### config.mk
export PLATFORM = sky130hd
export DESIGN_NAME = table_driven_fsm_engine_top_flat
export DESIGN_NICKNAME = d
export VERILOG_FILES = /design/src/rtl/tdfe_pkg.sv /design/src/rtl/tdfe_if.sv /design/src/rtl/table_driven_fsm_engine_top.sv /design/src/rtl/tdfe_front.sv /design/src/rtl/tdfe_back.sv /design/src/flat_wrapper.sv
export SDC_FILE = /design/constraint.sdc
export NUM_CORES = 2
export LEC_CHECK = 0
export BUFFER_PORTS_ARGS = -buffer_cell sky130_fd_sc_hd__buf_4
export CORE_ASPECT_RATIO = 0.5
export CORE_UTILIZATION = 28
export CTS_CLUSTER_DIAMETER = 40
export DETAILED_ROUTE_END_ITERATION = 8
export GPL_ROUTABILITY_DRIVEN = 1
export GPL_TIMING_DRIVEN = 0
export PLACE_DENSITY = 0.42
export SETUP_SLACK_MARGIN = 0.5
export SYNTH_ARGS = -nofsm -noshare
export SYNTH_HDL_FRONTEND = slang
export SYNTH_SLANG_ARGS = --single-unit
### constraint.sdc
create_clock -name clk -period 5 [get_ports clk]
set_clock_uncertainty 0.2 [all_clocks]
set_input_delay 0.75 -clock clk [delete_from_list [all_inputs] [get_ports clk]]
set_output_delay 0.75 -clock clk [all_outputs]
set_load 0.03 [all_outputs]
### src/rtl/tdfe_pkg.sv
package tdfe_pkg;

  localparam int QDEPTH = 2;
  localparam int QAW    = 1;
  localparam logic [15:0] STEP_LIMIT = 16'hFFFF;

  typedef enum logic [1:0] {
    ACT_CLEAR   = 2'd0,
    ACT_APPEND  = 2'd1,
    ACT_RESTART = 2'd2,
    ACT_STEP    = 2'd3
  } act_t;

  typedef enum logic [1:0] {
    ST_MOVED    = 2'd0,
    ST_NO_MATCH = 2'd1,
    ST_HALTED   = 2'd2
  } status_t;

  typedef enum logic [1:0] {
    BK_IDLE,
    BK_SEARCH,
    BK_RESP
  } bk_state_t;

  typedef struct packed {
    act_t       action;
    logic [7:0] entry_from_state;
    logic [7:0] entry_symbol;
    logic [7:0] entry_next_state;
    logic [7:0] step_symbol;
  } cmd_t;

  typedef struct packed {
    logic [7:0] from_state;
    logic [7:0] symbol;
    logic [7:0] next_state;
  } entry_t;

endpackage

### src/rtl/tdfe_if.sv
interface tdfe_in_if;
  logic       valid;
  logic       ready;
  logic [1:0] action;
  logic [7:0] entry_from_state;
  logic [7:0] entry_symbol;
  logic [7:0] entry_next_state;
  logic [7:0] step_symbol;

  modport source (
    output valid, action, entry_from_state, entry_symbol, entry_next_state, step_symbol,
    input  ready
  );
  modport sink (
    input  valid, action, entry_from_state, entry_symbol, entry_next_state, step_symbol,
    output ready
  );
endinterface

interface tdfe_out_if;
  logic        valid;
  logic        ready;
  logic [1:0]  status;
  logic [7:0]  from_state;
  logic [7:0]  to_state;
  logic [15:0] step_index;

  modport source (
    output valid, status, from_state, to_state, step_index,
    input  ready
  );
  modport sink (
    input  valid, status, from_state, to_state, step_index,
    output ready
  );
endinterface

### src/rtl/table_driven_fsm_engine_top.sv
// Append, restart and clear items retire as they leave the input queue.
// A step scans the table one entry per cycle, from the first entry, and stops at the first
// match, else after the last entry; it skips the scan when halted or when the table is empty.
// A step holds off the next item until its result enters the result register; other items one per cycle.
// Synchronous active-low reset empties the table, clears state, step count and halt flag,
// and drains the input queue and the result register. The table memory itself is not cleared.
module table_driven_fsm_engine_top #(
  parameter int MAX_ENTRIES = 64
) (
  input  logic        clk,
  input  logic        rst_n,
  tdfe_in_if.sink     in_if,
  tdfe_out_if.source  out_if
);

  logic            cmd_vld;
  logic            cmd_pop;
  tdfe_pkg::cmd_t  cmd;

  tdfe_front u_front (
    .clk     (clk),
    .rst_n   (rst_n),
    .in_if   (in_if),
    .cmd_vld (cmd_vld),
    .cmd     (cmd),
    .cmd_pop (cmd_pop)
  );

  tdfe_back #(
    .MAX_ENTRIES (MAX_ENTRIES)
  ) u_back (
    .clk     (clk),
    .rst_n   (rst_n),
    .cmd_vld (cmd_vld),
    .cmd     (cmd),
    .cmd_pop (cmd_pop),
    .out_if  (out_if)
  );

endmodule

### src/rtl/tdfe_front.sv
module tdfe_front (
  input  logic              clk,
  input  logic              rst_n,
  tdfe_in_if.sink           in_if,
  output logic              cmd_vld,
  output tdfe_pkg::cmd_t    cmd,
  input  logic              cmd_pop
);

  tdfe_pkg::cmd_t                q_mem [tdfe_pkg::QDEPTH];
  logic [tdfe_pkg::QAW-1:0]      wr_ptr_r, wr_ptr_nxt;
  logic [tdfe_pkg::QAW-1:0]      rd_ptr_r, rd_ptr_nxt;
  logic [tdfe_pkg::QAW:0]        cnt_r, cnt_nxt;
  logic                          push;
  logic                          pop;
  tdfe_pkg::cmd_t                in_cmd;

  localparam logic [tdfe_pkg::QAW:0] QFULL = (tdfe_pkg::QAW + 1)'(tdfe_pkg::QDEPTH);
  localparam logic [tdfe_pkg::QAW-1:0] QLAST = tdfe_pkg::QAW'(tdfe_pkg::QDEPTH - 1);

  always_comb begin
    in_cmd.action           = tdfe_pkg::act_t'(in_if.action);
    in_cmd.entry_from_state = in_if.entry_from_state;
    in_cmd.entry_symbol     = in_if.entry_symbol;
    in_cmd.entry_next_state = in_if.entry_next_state;
    in_cmd.step_symbol      = in_if.step_symbol;
  end

  assign in_if.ready = (cnt_r != QFULL);
  assign push        = in_if.valid && in_if.ready;
  assign cmd_vld     = (cnt_r != '0);
  assign pop         = cmd_pop && cmd_vld;
  assign cmd         = q_mem[rd_ptr_r];

  always_comb begin
    wr_ptr_nxt = wr_ptr_r;
    rd_ptr_nxt = rd_ptr_r;
    cnt_nxt    = cnt_r;
    if (push) begin
      wr_ptr_nxt = (wr_ptr_r == QLAST) ? '0 : wr_ptr_r + 1'b1;
    end
    if (pop) begin
      rd_ptr_nxt = (rd_ptr_r == QLAST) ? '0 : rd_ptr_r + 1'b1;
    end
    if (push && !pop) begin
      cnt_nxt = cnt_r + 1'b1;
    end else if (pop && !push) begin
      cnt_nxt = cnt_r - 1'b1;
    end
  end

  always_ff @(posedge clk) begin
    if (!rst_n) begin
      wr_ptr_r <= '0;
      rd_ptr_r <= '0;
      cnt_r    <= '0;
    end else begin
      wr_ptr_r <= wr_ptr_nxt;
      rd_ptr_r <= rd_ptr_nxt;
      cnt_r    <= cnt_nxt;
    end
  end

  always_ff @(posedge clk) begin
    if (push) begin
      q_mem[wr_ptr_r] <= in_cmd;
    end
  end

endmodule

### src/rtl/tdfe_back.sv
module tdfe_back #(
  parameter int MAX_ENTRIES = 64
) (
  input  logic            clk,
  input  logic            rst_n,
  input  logic            cmd_vld,
  input  tdfe_pkg::cmd_t  cmd,
  output logic            cmd_pop,
  tdfe_out_if.source      out_if
);

  localparam int AW = (MAX_ENTRIES > 1) ? $clog2(MAX_ENTRIES) : 1;
  localparam int CW = $clog2(MAX_ENTRIES + 1);
  localparam logic [CW-1:0] CNT_MAX = CW'(MAX_ENTRIES);

  tdfe_pkg::entry_t     mem [MAX_ENTRIES];
  tdfe_pkg::entry_t     rd_q_r;
  tdfe_pkg::entry_t     wr_entry;
  logic [AW-1:0]        rd_addr;
  logic                 mem_we;

  tdfe_pkg::bk_state_t  state_r, state_nxt;
  logic [CW-1:0]        count_r;
  logic [7:0]           cur_r;
  logic [15:0]          steps_r;
  logic                 halted_r;
  logic                 out_vld_r;
  logic [AW-1:0]        cmp_idx_r;
  logic [7:0]           sym_r;

  tdfe_pkg::status_t    res_status_r;
  logic [7:0]           res_from_r;
  logic [7:0]           res_to_r;
  logic [15:0]          res_idx_r;

  tdfe_pkg::status_t    o_status_r;
  logic [7:0]           o_from_r;
  logic [7:0]           o_to_r;
  logic [15:0]          o_idx_r;

  logic                 hit;
  logic                 last;
  logic                 res_load;
  logic                 take_cmd;
  logic                 is_step;
  logic                 step_fast;
  logic [15:0]          steps_inc;

  assign hit       = (rd_q_r.from_state == cur_r) && (rd_q_r.symbol == sym_r);
  assign last      = ({{(CW - AW){1'b0}}, cmp_idx_r} == (count_r - 1'b1));
  assign is_step   = (cmd.action == tdfe_pkg::ACT_STEP);
  assign step_fast = halted_r || (count_r == '0);
  assign steps_inc = (steps_r == tdfe_pkg::STEP_LIMIT) ? steps_r : steps_r + 1'b1;
  assign take_cmd  = cmd_pop && cmd_vld;

  always_comb begin
    state_nxt = state_r;
    case (state_r)
      tdfe_pkg::BK_IDLE: begin
        if (cmd_vld && is_step) begin
          state_nxt = step_fast ? tdfe_pkg::BK_RESP : tdfe_pkg::BK_SEARCH;
        end
      end
      tdfe_pkg::BK_SEARCH: begin
        if (hit || last) begin
          state_nxt = tdfe_pkg::BK_RESP;
        end
      end
      tdfe_pkg::BK_RESP: begin
        if (!out_vld_r || out_if.ready) begin
          state_nxt = tdfe_pkg::BK_IDLE;
        end
      end
      default: state_nxt = tdfe_pkg::BK_IDLE;
    endcase
  end

  always_comb begin
    cmd_pop  = 1'b0;
    rd_addr  = '0;
    res_load = 1'b0;
    case (state_r)
      tdfe_pkg::BK_IDLE:   cmd_pop  = 1'b1;
      tdfe_pkg::BK_SEARCH: rd_addr  = AW'(cmp_idx_r + 1'b1);
      tdfe_pkg::BK_RESP:   res_load = !out_vld_r || out_if.ready;
      default: begin
        cmd_pop  = 1'b0;
        rd_addr  = '0;
        res_load = 1'b0;
      end
    endcase
  end

  assign mem_we   = take_cmd && (cmd.action == tdfe_pkg::ACT_APPEND) && (count_r < CNT_MAX);
  assign wr_entry = '{from_state: cmd.entry_from_state,
                      symbol:     cmd.entry_symbol,
                      next_state: cmd.entry_next_state};

  always_ff @(posedge clk) begin
    if (mem_we) begin
      mem[count_r[AW-1:0]] <= wr_entry;
    end
    rd_q_r <= mem[rd_addr];
  end

  always_ff @(posedge clk) begin
    if (!rst_n) begin
      state_r   <= tdfe_pkg::BK_IDLE;
      count_r   <= '0;
      cur_r     <= '0;
      steps_r   <= '0;
      halted_r  <= 1'b0;
      out_vld_r <= 1'b0;
    end else begin
      state_r <= state_nxt;
      if (res_load) begin
        out_vld_r <= 1'b1;
      end else if (out_if.ready) begin
        out_vld_r <= 1'b0;
      end
      if (take_cmd) begin
        case (cmd.action)
          tdfe_pkg::ACT_CLEAR: begin
            count_r  <= '0;
            cur_r    <= '0;
            steps_r  <= '0;
            halted_r <= 1'b0;
          end
          tdfe_pkg::ACT_APPEND: begin
            if (count_r < CNT_MAX) begin
              count_r <= count_r + 1'b1;
            end
          end
          tdfe_pkg::ACT_RESTART: begin
            cur_r    <= '0;
            steps_r  <= '0;
            halted_r <= 1'b0;
          end
          tdfe_pkg::ACT_STEP: begin
            if (!halted_r && (count_r == '0)) begin
              halted_r <= 1'b1;
              steps_r  <= steps_inc;
            end
          end
          default: ;
        endcase
      end
      if (state_r == tdfe_pkg::BK_SEARCH) begin
        if (hit) begin
          cur_r   <= rd_q_r.next_state;
          steps_r <= steps_inc;
        end else if (last) begin
          halted_r <= 1'b1;
          steps_r  <= steps_inc;
        end
      end
    end
  end

  always_ff @(posedge clk) begin
    if (take_cmd && is_step) begin
      sym_r        <= cmd.step_symbol;
      cmp_idx_r    <= '0;
      res_from_r   <= cur_r;
      res_to_r     <= cur_r;
      res_idx_r    <= steps_r;
      res_status_r <= halted_r ? tdfe_pkg::ST_HALTED : tdfe_pkg::ST_NO_MATCH;
    end
    if (state_r == tdfe_pkg::BK_SEARCH) begin
      cmp_idx_r <= AW'(cmp_idx_r + 1'b1);
      if (hit) begin
        res_status_r <= tdfe_pkg::ST_MOVED;
        res_to_r     <= rd_q_r.next_state;
      end
    end
    if (res_load) begin
      o_status_r <= res_status_r;
      o_from_r   <= res_from_r;
      o_to_r     <= res_to_r;
      o_idx_r    <= res_idx_r;
    end
  end

  assign out_if.valid      = out_vld_r;
  assign out_if.status     = o_status_r;
  assign out_if.from_state = o_from_r;
  assign out_if.to_state   = o_to_r;
  assign out_if.step_index = o_idx_r;

endmodule

### src/flat_wrapper.sv
// flat-port wrapper written by rule: the top's interface ports become plain ports
module table_driven_fsm_engine_top_flat 
#(
  parameter int MAX_ENTRIES = 64
)
  (clk, rst_n, in_if_valid, in_if_action, in_if_entry_from_state, in_if_entry_symbol, in_if_entry_next_state, in_if_step_symbol, in_if_ready, out_if_valid, out_if_status, out_if_from_state, out_if_to_state, out_if_step_index, out_if_ready);
  tdfe_in_if in_if_i ();
  tdfe_out_if out_if_i ();
  input  logic clk;
  input  logic rst_n;
  input wire logic [$bits(in_if_i.valid)-1:0] in_if_valid;
  input wire logic [$bits(in_if_i.action)-1:0] in_if_action;
  input wire logic [$bits(in_if_i.entry_from_state)-1:0] in_if_entry_from_state;
  input wire logic [$bits(in_if_i.entry_symbol)-1:0] in_if_entry_symbol;
  input wire logic [$bits(in_if_i.entry_next_state)-1:0] in_if_entry_next_state;
  input wire logic [$bits(in_if_i.step_symbol)-1:0] in_if_step_symbol;
  output wire logic [$bits(in_if_i.ready)-1:0] in_if_ready;
  output wire logic [$bits(out_if_i.valid)-1:0] out_if_valid;
  output wire logic [$bits(out_if_i.status)-1:0] out_if_status;
  output wire logic [$bits(out_if_i.from_state)-1:0] out_if_from_state;
  output wire logic [$bits(out_if_i.to_state)-1:0] out_if_to_state;
  output wire logic [$bits(out_if_i.step_index)-1:0] out_if_step_index;
  input wire logic [$bits(out_if_i.ready)-1:0] out_if_ready;
  assign in_if_i.valid = in_if_valid;
  assign in_if_i.action = in_if_action;
  assign in_if_i.entry_from_state = in_if_entry_from_state;
  assign in_if_i.entry_symbol = in_if_entry_symbol;
  assign in_if_i.entry_next_state = in_if_entry_next_state;
  assign in_if_i.step_symbol = in_if_step_symbol;
  assign in_if_ready = in_if_i.ready;
  assign out_if_valid = out_if_i.valid;
  assign out_if_status = out_if_i.status;
  assign out_if_from_state = out_if_i.from_state;
  assign out_if_to_state = out_if_i.to_state;
  assign out_if_step_index = out_if_i.step_index;
  assign out_if_i.ready = out_if_ready;
  table_driven_fsm_engine_top #(.MAX_ENTRIES(MAX_ENTRIES)) u_core (.clk(clk), .rst_n(rst_n), .in_if(in_if_i), .out_if(out_if_i));
endmodule
# After elaboration in Yosys (flattened, before gate mapping)
# Memory sizes are Yosys's and may differ from the RTL's. A register that Yosys moved wholly into a read port is not among the register bits.
# Cells that the tools add are included.
[word_totals]
ff_bits = 121
ram_bits = 1604
inputBits = 38
output_inout_bits = 36
elab_cells = 120
mem_count = 2
[mem_list]
columns = ["name", "depth", "word_bits", "read_ports", "rd_clocked_by_memory_dff", "write_ports", "line_no", "source"]
rows = [
  ["u_core.u_back.mem", 64, 24, 1, 1, 1, "tdfe_back.sv:16", "tdfe_pkg::entry_t mem [MAX_ENTRIES];"],
  ["u_core.u_front.q_mem", 2, 34, 1, 1, 1, "tdfe_front.sv:10", "tdfe_pkg::cmd_t q_mem [tdfe_pkg::QDEPTH];"],
]
[op_classes]
add_sub_neg = 8
order_cmp = 1
eq_ne = 14
n_mux = 48
n_reduce_logical = 28
[op_table]
columns = ["operator", "n"]
rows = [
  ["$mux W16", 6],
  ["$mux W8", 7],
  ["$pmux W16 S2", 1],
  ["$mux W2", 10],
  ["$mux W6", 3],
  ["$mux W1", 17],
  ["$add A16 B1 Y16 const B", 1],
  ["$eq A16 B16 Y1 const B", 1],
  ["$eq A8 B8 Y1", 2],
  ["$pmux W7 S2", 1],
  ["$logic_and A1 B1 Y1", 10],
  ["$reduce_bool A2 Y1", 5],
  ["$ne A2 B2 Y1 const B", 4],
  ["$add A7 B1 Y7 const B", 1],
  ["$eq A6 B7 Y1", 1],
  ["$logic_not A7 Y1", 1],
  ["$lt A7 B7 Y1 const B", 1],
  ["$mux W7", 1],
  ["$sub A7 B1 Y7 const B", 1],
  ["$add A6 B1 Y6 const B", 1],
  ["$eq A2 B2 Y1 const B", 3],
  ["$pmux W2 S3", 1],
  ["$reduce_and A3 Y1", 2],
  ["$eq A2 B1 Y1 const B", 2],
  ["other kinds (9)", 16],
]

# Logic depth before layout (Yosys ltp)
[logic_depth]
ltp_word = 8
mapped_depth = 12
mapped_depth_nobuf = 9

# By module
# From an unflattened synthesis, not the netlist that was laid out.
[hier_totals]
hier_cells = 4867
area_unflattened_um2 = 72542.1
[by_module_without_submodules]
columns = ["module", "n_inst", "cells_per_inst", "area_per_inst_um2", "seq_area_each_um2"]
rows = [
  ["tdfe_back", 1, 4737, 69849.5, 49667.6],
  ["tdfe_front", 1, 130, 2692.6, 2142.1],
]

# Least setup slack after synthesis
# OpenSTA, ideal clock, no wires.
[synth_path]
kind = "reg-to-reg"
start = "register (tool-made name)"
end = "memory u_core.u_back.mem[31][0] (netlist name) (enable)"
setup_ps = 405
t_arrival_ps = 2674
required_time_ps = 4395
path_slack_ps = 1721
path_stages_with_launch = 7
n_path_buf = 1
synth_period_minus_slack_ps = 3279
cell_sequence = "dfxtp_1 > buf_2 > nand2b_1 > o22a_1 > nor4b_1 > nand3_1 > nor2_1"
[synth_rtl]
columns = ["item", "line_no"]
rows = [
  ["end, declared", "tdfe_back.sv:16"],
]

# Final worst setup path
[layout_path]
start = "register u_core.u_back.cmp_idx_r[1]"
end = "register u_core.u_back.rd_q_r[2] (netlist name)"
[layout_via]
elab_chain_len = 2
[layout_lines]
columns = ["item", "line_no", "source"]
rows = [
  ["start, declared", "tdfe_back.sv:28", "logic [AW-1:0] cmp_idx_r;"],
  ["start signal, assigned", "tdfe_back.sv:170", "cmp_idx_r <= AW'(cmp_idx_r + 1'b1);"],
  ["$add A6 B1 Y6", "tdfe_back.sv:84", "tdfe_pkg::BK_SEARCH: rd_addr = AW'(cmp_idx_r + 1'b1);"],
  ["$mux W6", "tdfe_back.sv:82", "case (state_r)"],
]
# No other way between the ends.
# A chain may end at the register's enable or synchronous reset.

==> summary.txt <==
Drt
  – Drt pass-1 iters: 5
  – Wirelength, routed: 232000 um
  – Final ANT Viol Nets: 0
  – 1st-iter DRT viols: 4220
  – Vias: 40500
  – Drt wl/cell: 29.9 um
  – Drt drc: 0
  – Vias/cell: 5.22

STA
  – Final Hold Fails: 0
  – Unrepaired setup endpoints after global routing: true
  – Peak Freq: 218 MHz
  – Final setup viols: 0
  – Tcrit/Tclk final: 91.9%
  – Pins Over Slew Limit: 0
  – Fin Hold WS: 0.222 ns
  – Worst-Margin Slew: 1.34 ns
  – Max-slew headroom: 10.2%
  – Tmin final: 4.59 ns
  – Fin worst setup slack: 0.406 ns

Critical path
  – CP Max Fanout: 10
  – CP cell instances: ha_1 > nand2_4 > inv_2 > buf_4 > buf_2 > clkbuf_1 > a211oi_1 > a211oi_1 > nor4_4 > a211oi_4
  – Cell mode on critical path: a211oi_1
  – WP data arrival: 5.04 ns
  – Worst setup EP type: flop
  – CP Class: flop to flop
  – Max stage delay on crit path: 0.67 ns
  – Worst path slowest cell: a211oi_1
  – Req. time, crit path: 5.45 ns
  – Setup crit start kind: flop
  – Internal reg-to-reg setup slack: 0.41 ns

GRT
  – First-pass GRT wire length: 317000 um
  – Met3 GRT Util: 3.36%
  – Most used routing layer: met2
  – Pin count of the biggest net entering global routing: 65
  – Overflow left after global routing: 0
  – Number of global-route vias before repair: 39400
  – Initial antenna violation count: 26
  – Met1 Usage GRT: 26.8%
  – Overall routing resource usage: 18.5%
  – GRT met2 Usage: 28.6%

Placed design
  – HPWL after detailed placement: 159000 um
  – Routability cong.: 0.862
  – Pre-CTS WS: -0.998 ns
  – IO buf count: 72

Synthesis
  – Most used DFF post-synth: edfxtp_1
  – EDFF count, synth: 1676
  – Synth area leader: edfxtp_1
  – Synthesized net count: 4033
  – Synth top area share: 74.5%
  – Post-Syn Area: 67600 um2
  – Asr flop ratio synth: 0%
  – Sequential share of the synthesized area: 76.7%
  – Cells after synthesis: 3989
  – Yosys cell types: 67
  – Flops & latches, synth: 1750
  – Area contributors post-synth: edfxtp_1 (74%), mux2i_1 (3.7%), a211oi_1 (3.4%), o221ai_1 (3.0%), dfxtp_1 (2.2%)
  – Warnings from Yosys: 0
  – Avg Cell Area, Syn: 16.9 um2

Die
  – Starting density of the core: 28.2%
  – FP Rows: 127
  – I/O pin cnt: 74
  – Die Height: 349 um
  – Die area: 243000 um2
  – Horiz. Die Dim: 697 um
  – Core ar.: 240000 um2

Clock network
  – Htree depth: 4
  – Clock sink total: 1750
  – Total CTS buffers: 205
  – Root buf cell: clkbuf_16
  – CTS tree: built
  – Clock latency on the worst-skew pair: 0.86 ns
  – Clock buffer depth: 4
  – Clk pin slew, worst setup/hold paths: 0.06 ns

Layout
  – Final net count: 4407
  – Fill cell total of the finished layout: 22800
  – Most frequent cells in the layout: edfxtp_1 (1676), a211oi_1 (268), mux2i_1 (247)
  – Area growth syn-to-layout: 20.9%
  – Most common cell after layout, fill and taps aside: edfxtp_1
  – Ratio of cells with drive above 1 in the final layout: 18.0%

Power
  – Pwr Total: 36800 uW
  – Power Dens Cells: 451 nW/um2
  – Static Leak: 0.0241 uW
  – Peak supply drop: 0.281 mV

Run status
  – Outcome: complete, no violations

Flow run
  – Max Cap Viol: 0

Min path
  – Worst hold path type: flop to flop
==> final cells by class <==
cell class	count	area, um2	area share [%]
Antenna cell	4	10.0	0.0123
Clock buffer	233	5310	6.50
Multi-Input combinational cell	1925	15600	19.1
Timing Repair Buffer	165	1900	2.33
Buffer	305	1410	1.72
Clock inverter	135	1580	1.93
Inverter	11	41.3	0.0506
Tap cell	3225	4040	4.94
Sequential cell	1750	51800	63.4
==> path summary, 6_finish.rpt <==
path	from	end	cells past startpoint
worst max-delay path	u_core.u_back.cmp_idx_r[1]$_DFFE_PP_	u_core.u_back.rd_q_r[2]$_DFF_P_	10
worst min-delay path	u_core.u_back.res_from_r[6]$_DFFE_PP_	u_core.u_back.out_if.from_state[6]$_DFFE_PP_	0
worst max register to register	u_core.u_back.cmp_idx_r[1]$_DFFE_PP_	u_core.u_back.rd_q_r[2]$_DFF_P_	10
worst min register to register	u_core.u_back.res_from_r[6]$_DFFE_PP_	u_core.u_back.out_if.from_state[6]$_DFFE_PP_	0
==> state kept, by name, indices dropped and copies added (netlist names), 2 cells and up, named ones only <==
register and flops:
u_core.u_front.cnt_r 2, u_core.u_back.out_if.status 2, u_core.u_back.mem 1536, u_core.u_back.res_from_r 8
u_core.u_back.out_if.from_state 8, u_core.u_back.steps_r 16, u_core.u_back.rd_q_r 24, u_core.u_back.out_if.to_state 8
u_core.u_back.res_idx_r 16, u_core.u_back.cmp_idx_r 6, u_core.u_back.cur_r 8, u_core.u_back.state_r 2
u_core.u_back.res_status_r 2, u_core.u_back.res_to_r 8, u_core.u_back.sym_r 8, u_core.u_back.out_if.step_index 16
u_core.u_back.count_r 7, u_core.u_front.q_mem 68
==> cell usage after synthesis, types with 8 or more instances <==
cell and instances:
a21boi_0 36, a2111oi_0 23, buf_2 85, and3_1 13
edfxtp_1 1676, o211ai_1 188, buf_1 25, or4_1 23
nor2b_1 152, a21boi_1 15, o21ai_0 58, inv_1 8
nand2_1 52, nand4_1 11, a31oi_1 22, nand3_1 23
nor2_1 99, o221ai_1 234, a211oi_1 304, xnor2_1 22
xor2_1 9, a21oi_1 64, nand2b_1 9, mux2_2 57
nor3_1 11, clkbuf_1 171, buf_4 23, nor4_1 28
o22ai_1 152, mux2i_1 247, dfxtp_1 74
==> worst max-delay path: cells and delay by family, from the launching register on <==
kind,cells,cell delay (ns)
buffers and inverters,4,1.62
AOI/OAI and AO/OA,3,1.36
DFF,1,0.46
adders and majority gates,1,0.35
and+or+nand+nor,2,0.35
==> timing repair <==
item / in CTS / in global routing
endpoints found under the setup margin: 72 / 292
hold endpoints to repair: 68 / 0
buffers inserted: 0 / 0
cloned: 1 / 1
hold buffers: 34 / 0
resized for setup: 115 / 40
pin swaps: 1 / 11
==> cells by family after synthesis <==
kind of cell | Yosys count | share of synthesized area, %
mux | 311 | 4.84
compound gates | 1123 | 12.2
fa+ha+maj | 6 | 0.111
simple gates | 452 | 3.68
xor+xnor | 31 | 0.402
flops | 1750 | 76.7
buf+inv | 316 | 2.05
==> report_power, final <==
part | total (uW) | switching, uW | internal, uW
logic | 3780 | 2940 | 836
clock network | 15400 | 6130 | 9240
registers | 17700 | 187 | 17500
total | 36800 | 9260 | 27500
==> per-stage QoR <==
stage                     cell area, um2  TNS (ns)  instances  utilization (%)
after floorplan                    67600         0       3989                -
after global placement             72100   -236.12       7286             30.1
after detailed placement           73700     -8.57       7345             30.8
after CTS                          81600         0       7748             34.0
after global routing               81700         0       7749             34.1
final                              81700         0       7753             34.1
==> metal layers <==
| metal | up-vias | wire [um] |
|---|---|---|
| li1 | 17300 | - |
| met1 | 21300 | 105000 |
| met2 | 1515 | 104000 |
| met3 | 325 | 17400 |
| met4 | 12 | 6080 |
| met5 | - | 77 |
Power figures use the tool's default switching activity.
